===== src/sv/rgd_pkg.sv =====
// Shared types and constants of the RDS group decoder.
package rgd_pkg;

    localparam int NAME_CHARS  = 8;
    localparam int TEXT_CHARS  = 64;
    localparam int TEXT_WORDS  = TEXT_CHARS / 4;
    localparam int QUEUE_DEPTH = 2;

    localparam int IN_DATA_W  = 56;
    localparam int IN_USER_W  = 1;
    localparam int OUT_DATA_W = 128;

    localparam logic OP_DECODE = 1'b0;
    localparam logic OP_CLEAR  = 1'b1;

    localparam logic [3:0] GRP_NAME  = 4'd0;
    localparam logic [3:0] GRP_TEXT  = 4'd2;
    localparam logic [3:0] GRP_CLOCK = 4'd4;

    localparam logic [6:0] MIN_PER_HOUR = 7'd60;
    localparam logic [4:0] MIN_PER_HALF = 5'd30;

    typedef enum logic [2:0] {
        K_NONE,
        K_CLEAR,
        K_NAME,
        K_TEXT,
        K_CLOCK
    } t_kind;

    typedef struct packed {
        t_kind              kind;
        logic [3:0]         seg;
        logic               ver_b;
        logic               text_flag;
        logic [15:0]        blk_c;
        logic [15:0]        blk_d;
        logic signed [12:0] minutes;
        logic [16:0]        day;
        logic [3:0]         idx;
    } t_cmd;

    typedef struct packed {
        logic full;
        logic empty;
    } t_q_status;

endpackage


===== src/sv/rgd_front.sv =====
// Front end: unpacks an input transaction and classifies it into a command.
module rgd_front (
    input  logic                            i_s_axis_tvalid,
    output logic                            o_s_axis_tready,
    input  logic [rgd_pkg::IN_DATA_W-1:0]   i_s_axis_tdata,
    input  logic [rgd_pkg::IN_USER_W-1:0]   i_s_axis_tuser,
    input  rgd_pkg::t_q_status              i_q_status,
    output logic                            o_push,
    output rgd_pkg::t_cmd                   o_cmd
);

    logic        rds_ready;
    logic [1:0]  block_errors;
    logic [15:0] block_b;
    logic [15:0] block_c;
    logic [15:0] block_d;
    logic [3:0]  text_read_index;
    logic [4:0]  hours;
    logic [10:0] hour_mins;
    logic [9:0]  offset_mins;
    logic [12:0] base_mins;

    assign rds_ready       = i_s_axis_tdata[0];
    assign block_errors    = i_s_axis_tdata[2:1];
    assign block_b         = i_s_axis_tdata[18:3];
    assign block_c         = i_s_axis_tdata[34:19];
    assign block_d         = i_s_axis_tdata[50:35];
    assign text_read_index = i_s_axis_tdata[54:51];

    assign o_s_axis_tready = !i_q_status.full;
    assign o_push          = i_s_axis_tvalid && !i_q_status.full;

    assign hours       = {block_c[0], block_d[15:12]};
    assign hour_mins   = 11'(hours) * 11'(rgd_pkg::MIN_PER_HOUR);
    assign offset_mins = 10'(block_d[4:0]) * 10'(rgd_pkg::MIN_PER_HALF);
    assign base_mins   = 13'(hour_mins) + 13'(block_d[11:6]);

    always_comb begin
        o_cmd           = '0;
        o_cmd.seg       = block_b[3:0];
        o_cmd.ver_b     = block_b[11];
        o_cmd.text_flag = block_b[4];
        o_cmd.blk_c     = block_c;
        o_cmd.blk_d     = block_d;
        o_cmd.minutes   = block_d[5] ? $signed(base_mins - 13'(offset_mins))
                                     : $signed(base_mins + 13'(offset_mins));
        o_cmd.day       = {block_b[1:0], block_c[15:1]};
        o_cmd.idx       = text_read_index;
        o_cmd.kind      = rgd_pkg::K_NONE;
        if (i_s_axis_tuser[0] == rgd_pkg::OP_CLEAR) begin
            o_cmd.kind = rgd_pkg::K_CLEAR;
        end else if (rds_ready && (block_errors == 2'd0)) begin
            unique case (block_b[15:12])
                rgd_pkg::GRP_NAME:  o_cmd.kind = rgd_pkg::K_NAME;
                rgd_pkg::GRP_TEXT:  o_cmd.kind = rgd_pkg::K_TEXT;
                rgd_pkg::GRP_CLOCK: o_cmd.kind = rgd_pkg::K_CLOCK;
                default:            o_cmd.kind = rgd_pkg::K_NONE;
            endcase
        end
    end

endmodule


===== src/sv/rgd_queue.sv =====
// Short command queue between the front end and the executor.
module rgd_queue #(
    parameter int DEPTH = rgd_pkg::QUEUE_DEPTH
) (
    input  logic               i_clk,
    input  logic               i_rst_n,
    input  logic               i_push,
    input  rgd_pkg::t_cmd      i_cmd,
    input  logic               i_pop,
    output rgd_pkg::t_cmd      o_cmd,
    output rgd_pkg::t_q_status o_status
);

    localparam int PTR_W = $clog2(DEPTH);
    localparam int CNT_W = $clog2(DEPTH + 1);

    rgd_pkg::t_cmd r_slot [DEPTH];
    logic [PTR_W-1:0] r_wr, n_wr;
    logic [PTR_W-1:0] r_rd, n_rd;
    logic [CNT_W-1:0] r_cnt, n_cnt;

    always_comb begin
        n_wr  = r_wr;
        n_rd  = r_rd;
        n_cnt = r_cnt;
        if (i_push) begin
            n_wr = (r_wr == PTR_W'(DEPTH - 1)) ? '0 : r_wr + 1'b1;
        end
        if (i_pop) begin
            n_rd = (r_rd == PTR_W'(DEPTH - 1)) ? '0 : r_rd + 1'b1;
        end
        case ({i_push, i_pop})
            2'b10:   n_cnt = r_cnt + 1'b1;
            2'b01:   n_cnt = r_cnt - 1'b1;
            default: n_cnt = r_cnt;
        endcase
    end

    always_ff @(posedge i_clk) begin
        if (!i_rst_n) begin
            r_wr  <= '0;
            r_rd  <= '0;
            r_cnt <= '0;
        end else begin
            r_wr  <= n_wr;
            r_rd  <= n_rd;
            r_cnt <= n_cnt;
        end
    end

    always_ff @(posedge i_clk) begin
        if (i_push) begin
            r_slot[r_wr] <= i_cmd;
        end
    end

    assign o_cmd          = r_slot[r_rd];
    assign o_status.full  = (r_cnt == CNT_W'(DEPTH));
    assign o_status.empty = (r_cnt == '0);

endmodule


===== src/sv/rgd_back.sv =====
// Executor: applies commands to the name, text and clock stores and registers the result.
module rgd_back (
    input  logic                             i_clk,
    input  logic                             i_rst_n,
    input  rgd_pkg::t_q_status               i_q_status,
    input  rgd_pkg::t_cmd                    i_cmd,
    output logic                             o_pop,
    output logic                             o_m_axis_tvalid,
    input  logic                             i_m_axis_tready,
    output logic [rgd_pkg::OUT_DATA_W-1:0]   o_m_axis_tdata
);

    logic [7:0]         r_name [rgd_pkg::NAME_CHARS];
    logic [7:0]         n_name [rgd_pkg::NAME_CHARS];
    logic [31:0]        r_text [rgd_pkg::TEXT_WORDS];
    logic [31:0]        n_text [rgd_pkg::TEXT_WORDS];
    logic               r_flag, n_flag;
    logic signed [12:0] r_min, n_min;
    logic [16:0]        r_day, n_day;
    logic               r_valid, n_valid;
    logic [rgd_pkg::OUT_DATA_W-1:0] r_data, n_data;

    logic [2:0]  name_hi;
    logic [2:0]  name_lo;
    logic [7:0]  new_hi;
    logic [7:0]  new_lo;
    logic        name_conflict;
    logic [3:0]  half_word;
    logic [63:0] res_name;
    logic [31:0] res_word;

    assign o_pop   = !i_q_status.empty && (!r_valid || i_m_axis_tready);
    assign name_hi = {i_cmd.seg[1:0], 1'b0};
    assign name_lo = {i_cmd.seg[1:0], 1'b1};
    assign new_hi  = i_cmd.blk_d[15:8];
    assign new_lo  = i_cmd.blk_d[7:0];
    assign name_conflict = ((r_name[name_hi] != 8'd0) && (r_name[name_hi] != new_hi)) ||
                           ((r_name[name_lo] != 8'd0) && (r_name[name_lo] != new_lo));
    assign half_word = {1'b0, i_cmd.seg[3:1]};

    always_comb begin
        n_name = r_name;
        n_text = r_text;
        n_flag = r_flag;
        n_min  = r_min;
        n_day  = r_day;
        if (o_pop) begin
            unique case (i_cmd.kind)
                rgd_pkg::K_CLEAR: begin
                    for (int k = 0; k < rgd_pkg::NAME_CHARS; k++) n_name[k] = 8'd0;
                    for (int k = 0; k < rgd_pkg::TEXT_WORDS; k++) n_text[k] = 32'd0;
                end
                rgd_pkg::K_NAME: begin
                    // wipe the whole name when a stored character is replaced
                    if (name_conflict) begin
                        for (int k = 0; k < rgd_pkg::NAME_CHARS; k++) n_name[k] = 8'd0;
                    end
                    n_name[name_hi] = new_hi;
                    n_name[name_lo] = new_lo;
                end
                rgd_pkg::K_TEXT: begin
                    if (i_cmd.text_flag != r_flag) begin
                        for (int k = 0; k < rgd_pkg::TEXT_WORDS; k++) n_text[k] = 32'd0;
                    end
                    n_flag = i_cmd.text_flag;
                    if (!i_cmd.ver_b) begin
                        n_text[i_cmd.seg] = {i_cmd.blk_c, i_cmd.blk_d};
                    end else if (!i_cmd.seg[0]) begin
                        n_text[half_word][31:16] = i_cmd.blk_d;
                    end else begin
                        n_text[half_word][15:0] = i_cmd.blk_d;
                    end
                end
                rgd_pkg::K_CLOCK: begin
                    n_min = i_cmd.minutes;
                    n_day = i_cmd.day;
                end
                default: begin
                end
            endcase
        end
    end

    always_comb begin
        res_name = '0;
        for (int k = 0; k < rgd_pkg::NAME_CHARS; k++) begin
            res_name[63 - 8 * k -: 8] = n_name[k];
        end
        res_word = n_text[i_cmd.idx];
        n_data   = {1'b0, (n_min != 13'sd0), n_day, n_min, res_word, res_name};
        n_valid  = o_pop ? 1'b1 : (i_m_axis_tready ? 1'b0 : r_valid);
    end

    always_ff @(posedge i_clk) begin
        if (!i_rst_n) begin
            for (int k = 0; k < rgd_pkg::NAME_CHARS; k++) r_name[k] <= 8'd0;
            for (int k = 0; k < rgd_pkg::TEXT_WORDS; k++) r_text[k] <= 32'd0;
            r_flag  <= 1'b0;
            r_min   <= 13'sd0;
            r_day   <= 17'd0;
            r_valid <= 1'b0;
        end else begin
            r_name  <= n_name;
            r_text  <= n_text;
            r_flag  <= n_flag;
            r_min   <= n_min;
            r_day   <= n_day;
            r_valid <= n_valid;
        end
    end

    // hold the result while the sink stalls
    always_ff @(posedge i_clk) begin
        if (o_pop) begin
            r_data <= n_data;
        end
    end

    assign o_m_axis_tvalid = r_valid;
    assign o_m_axis_tdata  = r_data;

endmodule


===== src/sv/rds_group_decoder.sv =====
// Top level of the RDS group decoder: front end, command queue and executor.
//
//  channel   dir  tdata fields (low bit up)                          tuser
//  s_axis    in   rds_ready, block_errors, block_b, block_c,         opcode
//                 block_d, text_read_index (56 bits)
//  m_axis    out  station_name, text_word, local_minutes, day_code,  -
//                 time_valid (128 bits)
//
// One transaction in and one out per cycle unless the output stalls; a result
// goes through the queue slot and then the executor's output register, the store
// update being the single stage of work. Reset clears all stores and the queue.
// A stalled output holds its result while up to QUEUE_DEPTH commands wait.
module rds_group_decoder #(
    parameter int QUEUE_DEPTH = rgd_pkg::QUEUE_DEPTH
) (
    input  logic                             i_clk,
    input  logic                             i_rst_n,
    input  logic                             i_s_axis_tvalid,
    output logic                             o_s_axis_tready,
    // rds_ready, block_errors, block_b, block_c, block_d, text_read_index
    input  logic [rgd_pkg::IN_DATA_W-1:0]    i_s_axis_tdata,
    // opcode
    input  logic [rgd_pkg::IN_USER_W-1:0]    i_s_axis_tuser,
    output logic                             o_m_axis_tvalid,
    input  logic                             i_m_axis_tready,
    // station_name, text_word, local_minutes, day_code, time_valid
    output logic [rgd_pkg::OUT_DATA_W-1:0]   o_m_axis_tdata
);

    rgd_pkg::t_cmd      push_cmd;
    rgd_pkg::t_cmd      head_cmd;
    rgd_pkg::t_q_status q_status;
    logic               push;
    logic               pop;

    rgd_front u_front (
        .i_s_axis_tvalid (i_s_axis_tvalid),
        .o_s_axis_tready (o_s_axis_tready),
        .i_s_axis_tdata  (i_s_axis_tdata),
        .i_s_axis_tuser  (i_s_axis_tuser),
        .i_q_status      (q_status),
        .o_push          (push),
        .o_cmd           (push_cmd)
    );

    rgd_queue #(
        .DEPTH (QUEUE_DEPTH)
    ) u_queue (
        .i_clk    (i_clk),
        .i_rst_n  (i_rst_n),
        .i_push   (push),
        .i_cmd    (push_cmd),
        .i_pop    (pop),
        .o_cmd    (head_cmd),
        .o_status (q_status)
    );

    rgd_back u_back (
        .i_clk           (i_clk),
        .i_rst_n         (i_rst_n),
        .i_q_status      (q_status),
        .i_cmd           (head_cmd),
        .o_pop           (pop),
        .o_m_axis_tvalid (o_m_axis_tvalid),
        .i_m_axis_tready (i_m_axis_tready),
        .o_m_axis_tdata  (o_m_axis_tdata)
    );

endmodule


===== config.mk =====
export PLATFORM = sky130hd
export DESIGN_NAME = rds_group_decoder
export DESIGN_NICKNAME = d
export VERILOG_FILES = /design/src/sv/rgd_pkg.sv /design/src/sv/rgd_front.sv /design/src/sv/rgd_queue.sv /design/src/sv/rgd_back.sv /design/src/sv/rds_group_decoder.sv
export SDC_FILE = /design/constraint.sdc
export NUM_CORES = 2
export LEC_CHECK = 0
export BUFFER_PORTS_ARGS = -buffer_cell sky130_fd_sc_hd__buf_2
export CORE_ASPECT_RATIO = 0.75
export CORE_UTILIZATION = 35
export CTS_CLUSTER_SIZE = 20
export DETAILED_ROUTE_END_ITERATION = 10
export PLACE_DENSITY = 0.47
export SLEW_MARGIN = 20
export SYNTH_ARGS = -nofsm -noshare
export SYNTH_HDL_FRONTEND = slang
export SYNTH_HIERARCHICAL = 1
export SYNTH_SLANG_ARGS = --single-unit

===== constraint.sdc =====
create_clock -name i_clk -period 13.19 [get_ports i_clk]
set_clock_uncertainty 0.05 [all_clocks]
set_input_delay 1.9785 -clock i_clk [delete_from_list [all_inputs] [get_ports i_clk]]
set_output_delay 1.9785 -clock i_clk [all_outputs]
set_load 0.005 [all_outputs]

# Word level (Yosys, flattened, before mapping)
# Memories as Yosys holds them, arrays and structs flattened. A register that Yosys moved wholly into a read port is not among the register bits.
# Index checks and enable logic that the tools add are counted.
# word_totals
memories	1
register_bits	739
mem_bits_rw	150
# memory_table
memory	depth	word_bits	rd	rd_ports_with_merged_regs	wr	line_no	text
u_queue.r_slot	2	75	1	1	1	rgd_queue.sv:17	rgd_pkg::t_cmd r_slot [DEPTH];
# classes
muxes	53
multipliers	2
order_cmp	9
bitwise_logic	5
reduce_logical	23
n_addsub	7
eq_ne	12
# ops
cell	count
$mux W512	6
$bwmux W512	3
$pmux W512 S2	1
$demux W32 S4	3
$mux W64	4
$bmux W32 S4	1
$bwmux W64	2
$mux W32	4
$pmux W64 S2	1
$bmux W8 S3	2
$demux W8 S3	2
$mux W8	6
$mux W13	3
$mux W17	2
$mul A5 B4 Y9 const B	2
$mux W16	1
$ne A8 B8 Y1	2
$reduce_bool A8 Y1	2
$ge A5 B5 Y1 const B	3
$add A13 B10 Y13	1
$reduce_bool A13 Y1	1
$sub A13 B10 Y13	1
$add A11 B6 Y12	1
$lt A5 B1 Y1 const B	2
27 further kinds	55

# Logic depth before layout (Yosys ltp)
# depth
word_depth	14
ltp_mapped	17

# Modules after synthesis
# Netlist, hierarchy kept.
# by_module_without_submodules
module	seq_area_each_um2	instances	area_each_um2	cells_each
rgd_back	15985.3	1	36746.5	4241
rgd_queue	4604.4	1	5617.9	255
rgd_front	0.0	1	2438.6	303

# Worst setup path after synthesis
# Ideal clock, no wire load.
# synth_timing
path_kind	input to register
start	input i_m_axis_tready
end	register u_queue.r_cnt[1]
setup_ns	0.070
cell_stages	7
n_path_buf	1
arrival_time_ns	5.923
path_slack_ns	7.147
cell_sequence	nand2b_1 -> buf_2 -> nand2_1 -> inv_1 -> ha_1 -> or3_1 -> a21boi_1
# synth_via
elab_chain_len	4
word_cells_on_any_way	6
# synth_rtl
element	line_no	text
from (decl)	rds_group_decoder.sv:25	input logic i_m_axis_tready,
$logic_or A1 B1 Y1 (*)	rgd_back.sv:32	assign o_pop = !i_q_status.empty && (!r_valid || i_m_axis_tready);
$logic_and A1 B1 Y1 (*)	rgd_back.sv:32	
via pop	rds_group_decoder.sv:34	logic pop;
$eq A2 B1 Y1 / $eq A2 B2 Y1 (equally long branches)	rgd_queue.sv:32	case ({i_push, i_pop})
$pmux W2 S2 / $reduce_bool A2 Y1 (equally long branches)	n/a	
to (signal assigned)	rgd_queue.sv:47	r_cnt <= n_cnt;
to (decl)	rgd_queue.sv:20	logic [CNT_W-1:0] r_cnt, n_cnt;
# Mark *: on every way through the listed nets, which the timed path passes. The rest lies on a longest branch.
# A chain may end at the register's enable or synchronous reset.

==> metrics.md <==
| Metric | Value |
|---|---|
| WL/cell | `a little over 30 um` |
| Layout area overhead | `11.93%` |
| Final period util | `44.56%` |
| Number of global-route vias before repair | `~37000` |
| RSZ-0062 raised after global routing | `no` |
| Post-CTS resize count | `0` |
| Final Max Slew Viols | `0` |
| Simple-gate area share of the yosys netlist | `approximately 16%` |
| Hold Path Sink | `u_back/r_text[334]` |
| Yosys Warn Count | `6` |
| Syn nets | `approximately 4900` |
| Complex-gate fraction of the synthesized area | `24.99%` |
| Peak supply drop | `between 0.1 and 0.15 mV` |
| Ports | `191` |
| Reg2reg setup slack | `around 7300 ps` |
| Starting Density | `a little over a third` |
| Hold depth | `2` |
| Psw | `4.256 mW` |
| Number of synthesized flops with an enable pin | `around 280` |
| P_leak | `between 15 and 20 nW` |
| Max Buffers Root-to-Sink | `3` |
| R2R depth | `11` |
| Sw Ratio | `approximately two fifths` |
| Internal | `5.930 mW` |
| Power density over the cells | `about 200 mW/mm2` |
| FF-to-FF End | `u_back/o_m_axis_tdata[95]` |
| Critical Path Source Type | `flip-flop` |
| Relative slew slack | `17.39%` |
| Worst-path clk slew | `50 ps` |
| Crit path time final | `just under 6000 ps` |
| Min-delay src | `u_back/r_text[334]` |
| Worst Hold Slack | `407.5 ps` |
| Status | `finished, final reports clean` |
| HP Class | `reg -> reg` |
| Worst-margin pin slew | `between 1000 and 1500 ps` |
| Setup TNS Final | `0 ps` |
| Row cnt | `~110` |
| Reported max-cap violation count | `0` |
| Die extent in y | `roughly 310 um` |
| Worst Path Arrival | `6180 ps` |
| Top FF cell, synth | `dfxtp_1` |
| Vias per cell | `about 6.3` |
| Endpoints failing setup | `0` |
| Final core occ | `roughly two fifths` |
| Core area | `around 0.13 mm2` |
| First-pass GRT wire length | `281600 um` |
| Total track usage | `29.63%` |
| Number of port buffers | `roughly 180` |
| First-pass iteration count of the detailed router | `6` |
| CTS Buf Count | `98` |
| Crit. End Element | `flip-flop` |
| Synth async-reset ratio | `0%` |
| Skew-Pair Late Insertion Delay | `720 ps` |
| Sequential share of power | `between 30 and 40%` |
| Post-route cell area | `~0.05 mm2` |
| Slowest stage delay, CP | `roughly 970 ps` |
| Flops & latches, synth | `between 800 and 900` |
| Mean post-synth cell area | `between 9 and 10 um2` |
| Post-CTS Setup Bufs | `0` |
| Slowest-stage cell, CP | `nor2_1` |
| Worst path required time | `13490 ps` |
| Largest family of logic cells by synthesized area | `compound AO/OA/AOI/OAI gates` |
| Final net count | `~4800` |
| Tot Pwr | `10.19 mW` |
| Dpl cell area | `~0.047 mm2` |
| Crit path max fanout | `39` |
| Synth Cell Area | `about 0.045 mm2` |
| Crit path buf inv count | `2` |
| Final hold violations | `0` |
| Iteration-0 DRC Markers | `between 5000 and 6000` |
| Adder-cell share of the synthesized area | `1.860%` |
| DRC | `0` |
| Global route overflow | `0` |
| Syn Inst Count | `~4800` |
| Number of hold buffers added after CTS | `0` |
| Chip Width | `just over 400 um` |
| Clk sink count | `a little under 900` |
| Routed WL | `about 200000 um` |
| Clock power frac | `between 20% and 30%` |
| Worst-path cell chain | `mux2_4 > buf_4 > nand2_1 > nor2_1 > o21ai_4 > buf_4 > a22oi_1 > a221o_1 > a211o_1 > o2111ai_1 > or4_1` |
| H-tree levels | `3` |
| RePlAce Congestion | `between 0.9 and 1` |
| Comb power frac | `between 30% and 40%` |
| Layout cell share with drive strength beyond 1 | `roughly 15%` |
| Final ANT Viol Nets | `0` |
| Mux cell area share after synthesis | `roughly 4.4%` |
| Largest net degree at the start of global routing | `around 160` |
| Number of distinct library cells after synthesis | `approximately 120` |
| XOR/XNOR share of the synthesized area | `between 1 and 1.5%` |
| Seq/Total Area, Yosys | `45.96%` |
| Clk root buf | `clkbuf_16` |
| Hpwl dp | `around 120000 um` |
| Antenna violations before repair | `14` |
| Cell repeated most along the worst path | `buf_4` |
| Crit path kind | `reg -> reg` |
| Total number of vias | `about 40000` |
| Max Fclk | `~170 MHz` |
| CTS tree | `yes` |
| CP top delay family | `simple AND/OR/NAND/NOR gates` |
| DIE AREA | `approximately 0.13 mm2` |
==> cells in the final DEF (no fill, tap or decap), types with 20 or more instances in the layout <==
cell,instances
a211o_1,23
a211oi_1,50
a21o_1,36
a21oi_1,307
a221oi_1,52
a22o_1,213
a22oi_1,239
a31oi_1,50
a32o_1,22
a32oi_1,42
and2_1,196
and3_1,30
buf_2,181
buf_4,142
clkbuf_1,24
clkbuf_16,103
clkinv_2,20
dfxtp_1,612
edfxtp_1,277
ha_1,41
inv_1,70
mux2_2,92
mux2i_1,42
nand2_1,379
nand2b_1,25
nand3_1,95
nand4_1,29
nor2_1,497
nor3_1,50
nor4_1,25
o211ai_1,40
o21ai_0,202
o221ai_1,20
o22ai_1,77
xnor2_1,37
==> worst max path at each step <==
stage,from,endpoint,slack (ps),cells after the start
floorplan,i_m_axis_tready,u_queue/r_cnt[1],7150,7
global placement,i_s_axis_tdata[47],u_queue/r_slot[0][32],6740,16
detailed placement,i_s_axis_tdata[47],u_queue/r_slot[0][32],6670,16
CTS,i_s_axis_tdata[47],u_queue/r_slot[0][32],7430,16
global route,i_s_axis_tdata[47],u_queue/r_slot[0][33],7070,18
finish,flip-flop,u_back/o_m_axis_tdata[95],7310,11
==> cell type report <==
class / count / area, um2
Fill cell: 12613 / 76670
Multi-Input combinational cell: 3306 / 21810
Sequential cell: 890 / 20590
Clock buffer: 139 / 2833
Tap cell: 1667 / 2086
Timing Repair Buffer: 327 / 2034
Clock inverter: 44 / 496.7
Inverter: 75 / 294.0
Antenna cell: 1 / 2.502
==> cells in the mapped netlist (96+ instances only) <==
library cell  number  area share (%)
a22oi_1          239             4.0
nand3_1           97             1.1
nor2_1           516             4.3
clkbuf_1         302             2.5
and2_1           197             2.8
buf_2             96             1.1
o21ai_0          204             2.3
a21oi_1          307             3.4
dfxtp_1          613              27
nand2_1          380             3.2
a22o_1           213             4.2
edfxtp_1         277              19
mux2_2            99             2.5
==> registers in the layout, indices dropped and copies added (netlist names), named ones only <==
register / flops
u_back/o_m_axis_tdata: 127
u_back/r_day: 17
u_back/r_name: 64
u_back/o_m_axis_tvalid: 1
u_queue/r_cnt: 2
u_queue/r_rd: 1
u_queue/r_wr: 1
u_back/r_min: 13
u_queue/r_slot: 150
u_back/r_flag: 1
u_back/r_text: 512
==> per-layer routing <==
| metal | wire, um | GRT usage, % | vias up |
|---|---|---|---|
| li1 | - | - | 17575 |
| met1 | 88000 | 43.33 | 20036 |
| met2 | 81210 | 41.71 | 2404 |
| met3 | 21480 | 7.338 | 402 |
| met4 | 7497 | 10.74 | 2 |
| met5 | 13 | 0 | - |
==> worst register-to-register path, delay by kind of cell (launching register included) <==
kind / cells / cell delay, ps
buffers and inverters: 2 / 990
AO/OA/AOI/OAI: 5 / 920
AND/OR/NAND/NOR: 3 / 2420
flip-flops: 1 / 600
multiplexers: 1 / 540
==> cell families (layout without fill, tap and decap cells) <==
kind of cell             count (synthesis)  after routing
XOR/XNOR                                59             59
AO/OA/AOI/OAI                         1568           1568
AND/OR/NAND/NOR                       1461           1461
other                                    1              2
adder cells (fa/ha/maj)                 57             57
buffers and inverters                  603            585
multiplexers                           160            160
flip-flops                             890            890
==> through the flow <==
stage	cells	setup slack, ps
after floorplan	4799	7147
after global placement	6263	6736
after detailed placement	6264	6672
after CTS	6447	7431
after global routing	6449	7070
final	6449	7313
==> power groups by stage <==
stage / sequential [mW] / combinational (mW) / clock, mW
2_1_floorplan: 3.42 / 2.10 / 0
3_3_place_gp: 3.42 / 3.79 / 0
3_5_place_dp: 3.42 / 3.80 / 0
4_1_cts: 3.36 / 3.81 / 2.97
5_1_grt: 3.38 / 4.05 / 3.07
6_report: 3.35 / 3.92 / 2.92
No activity file was read; power rests on OpenSTA's default activity.
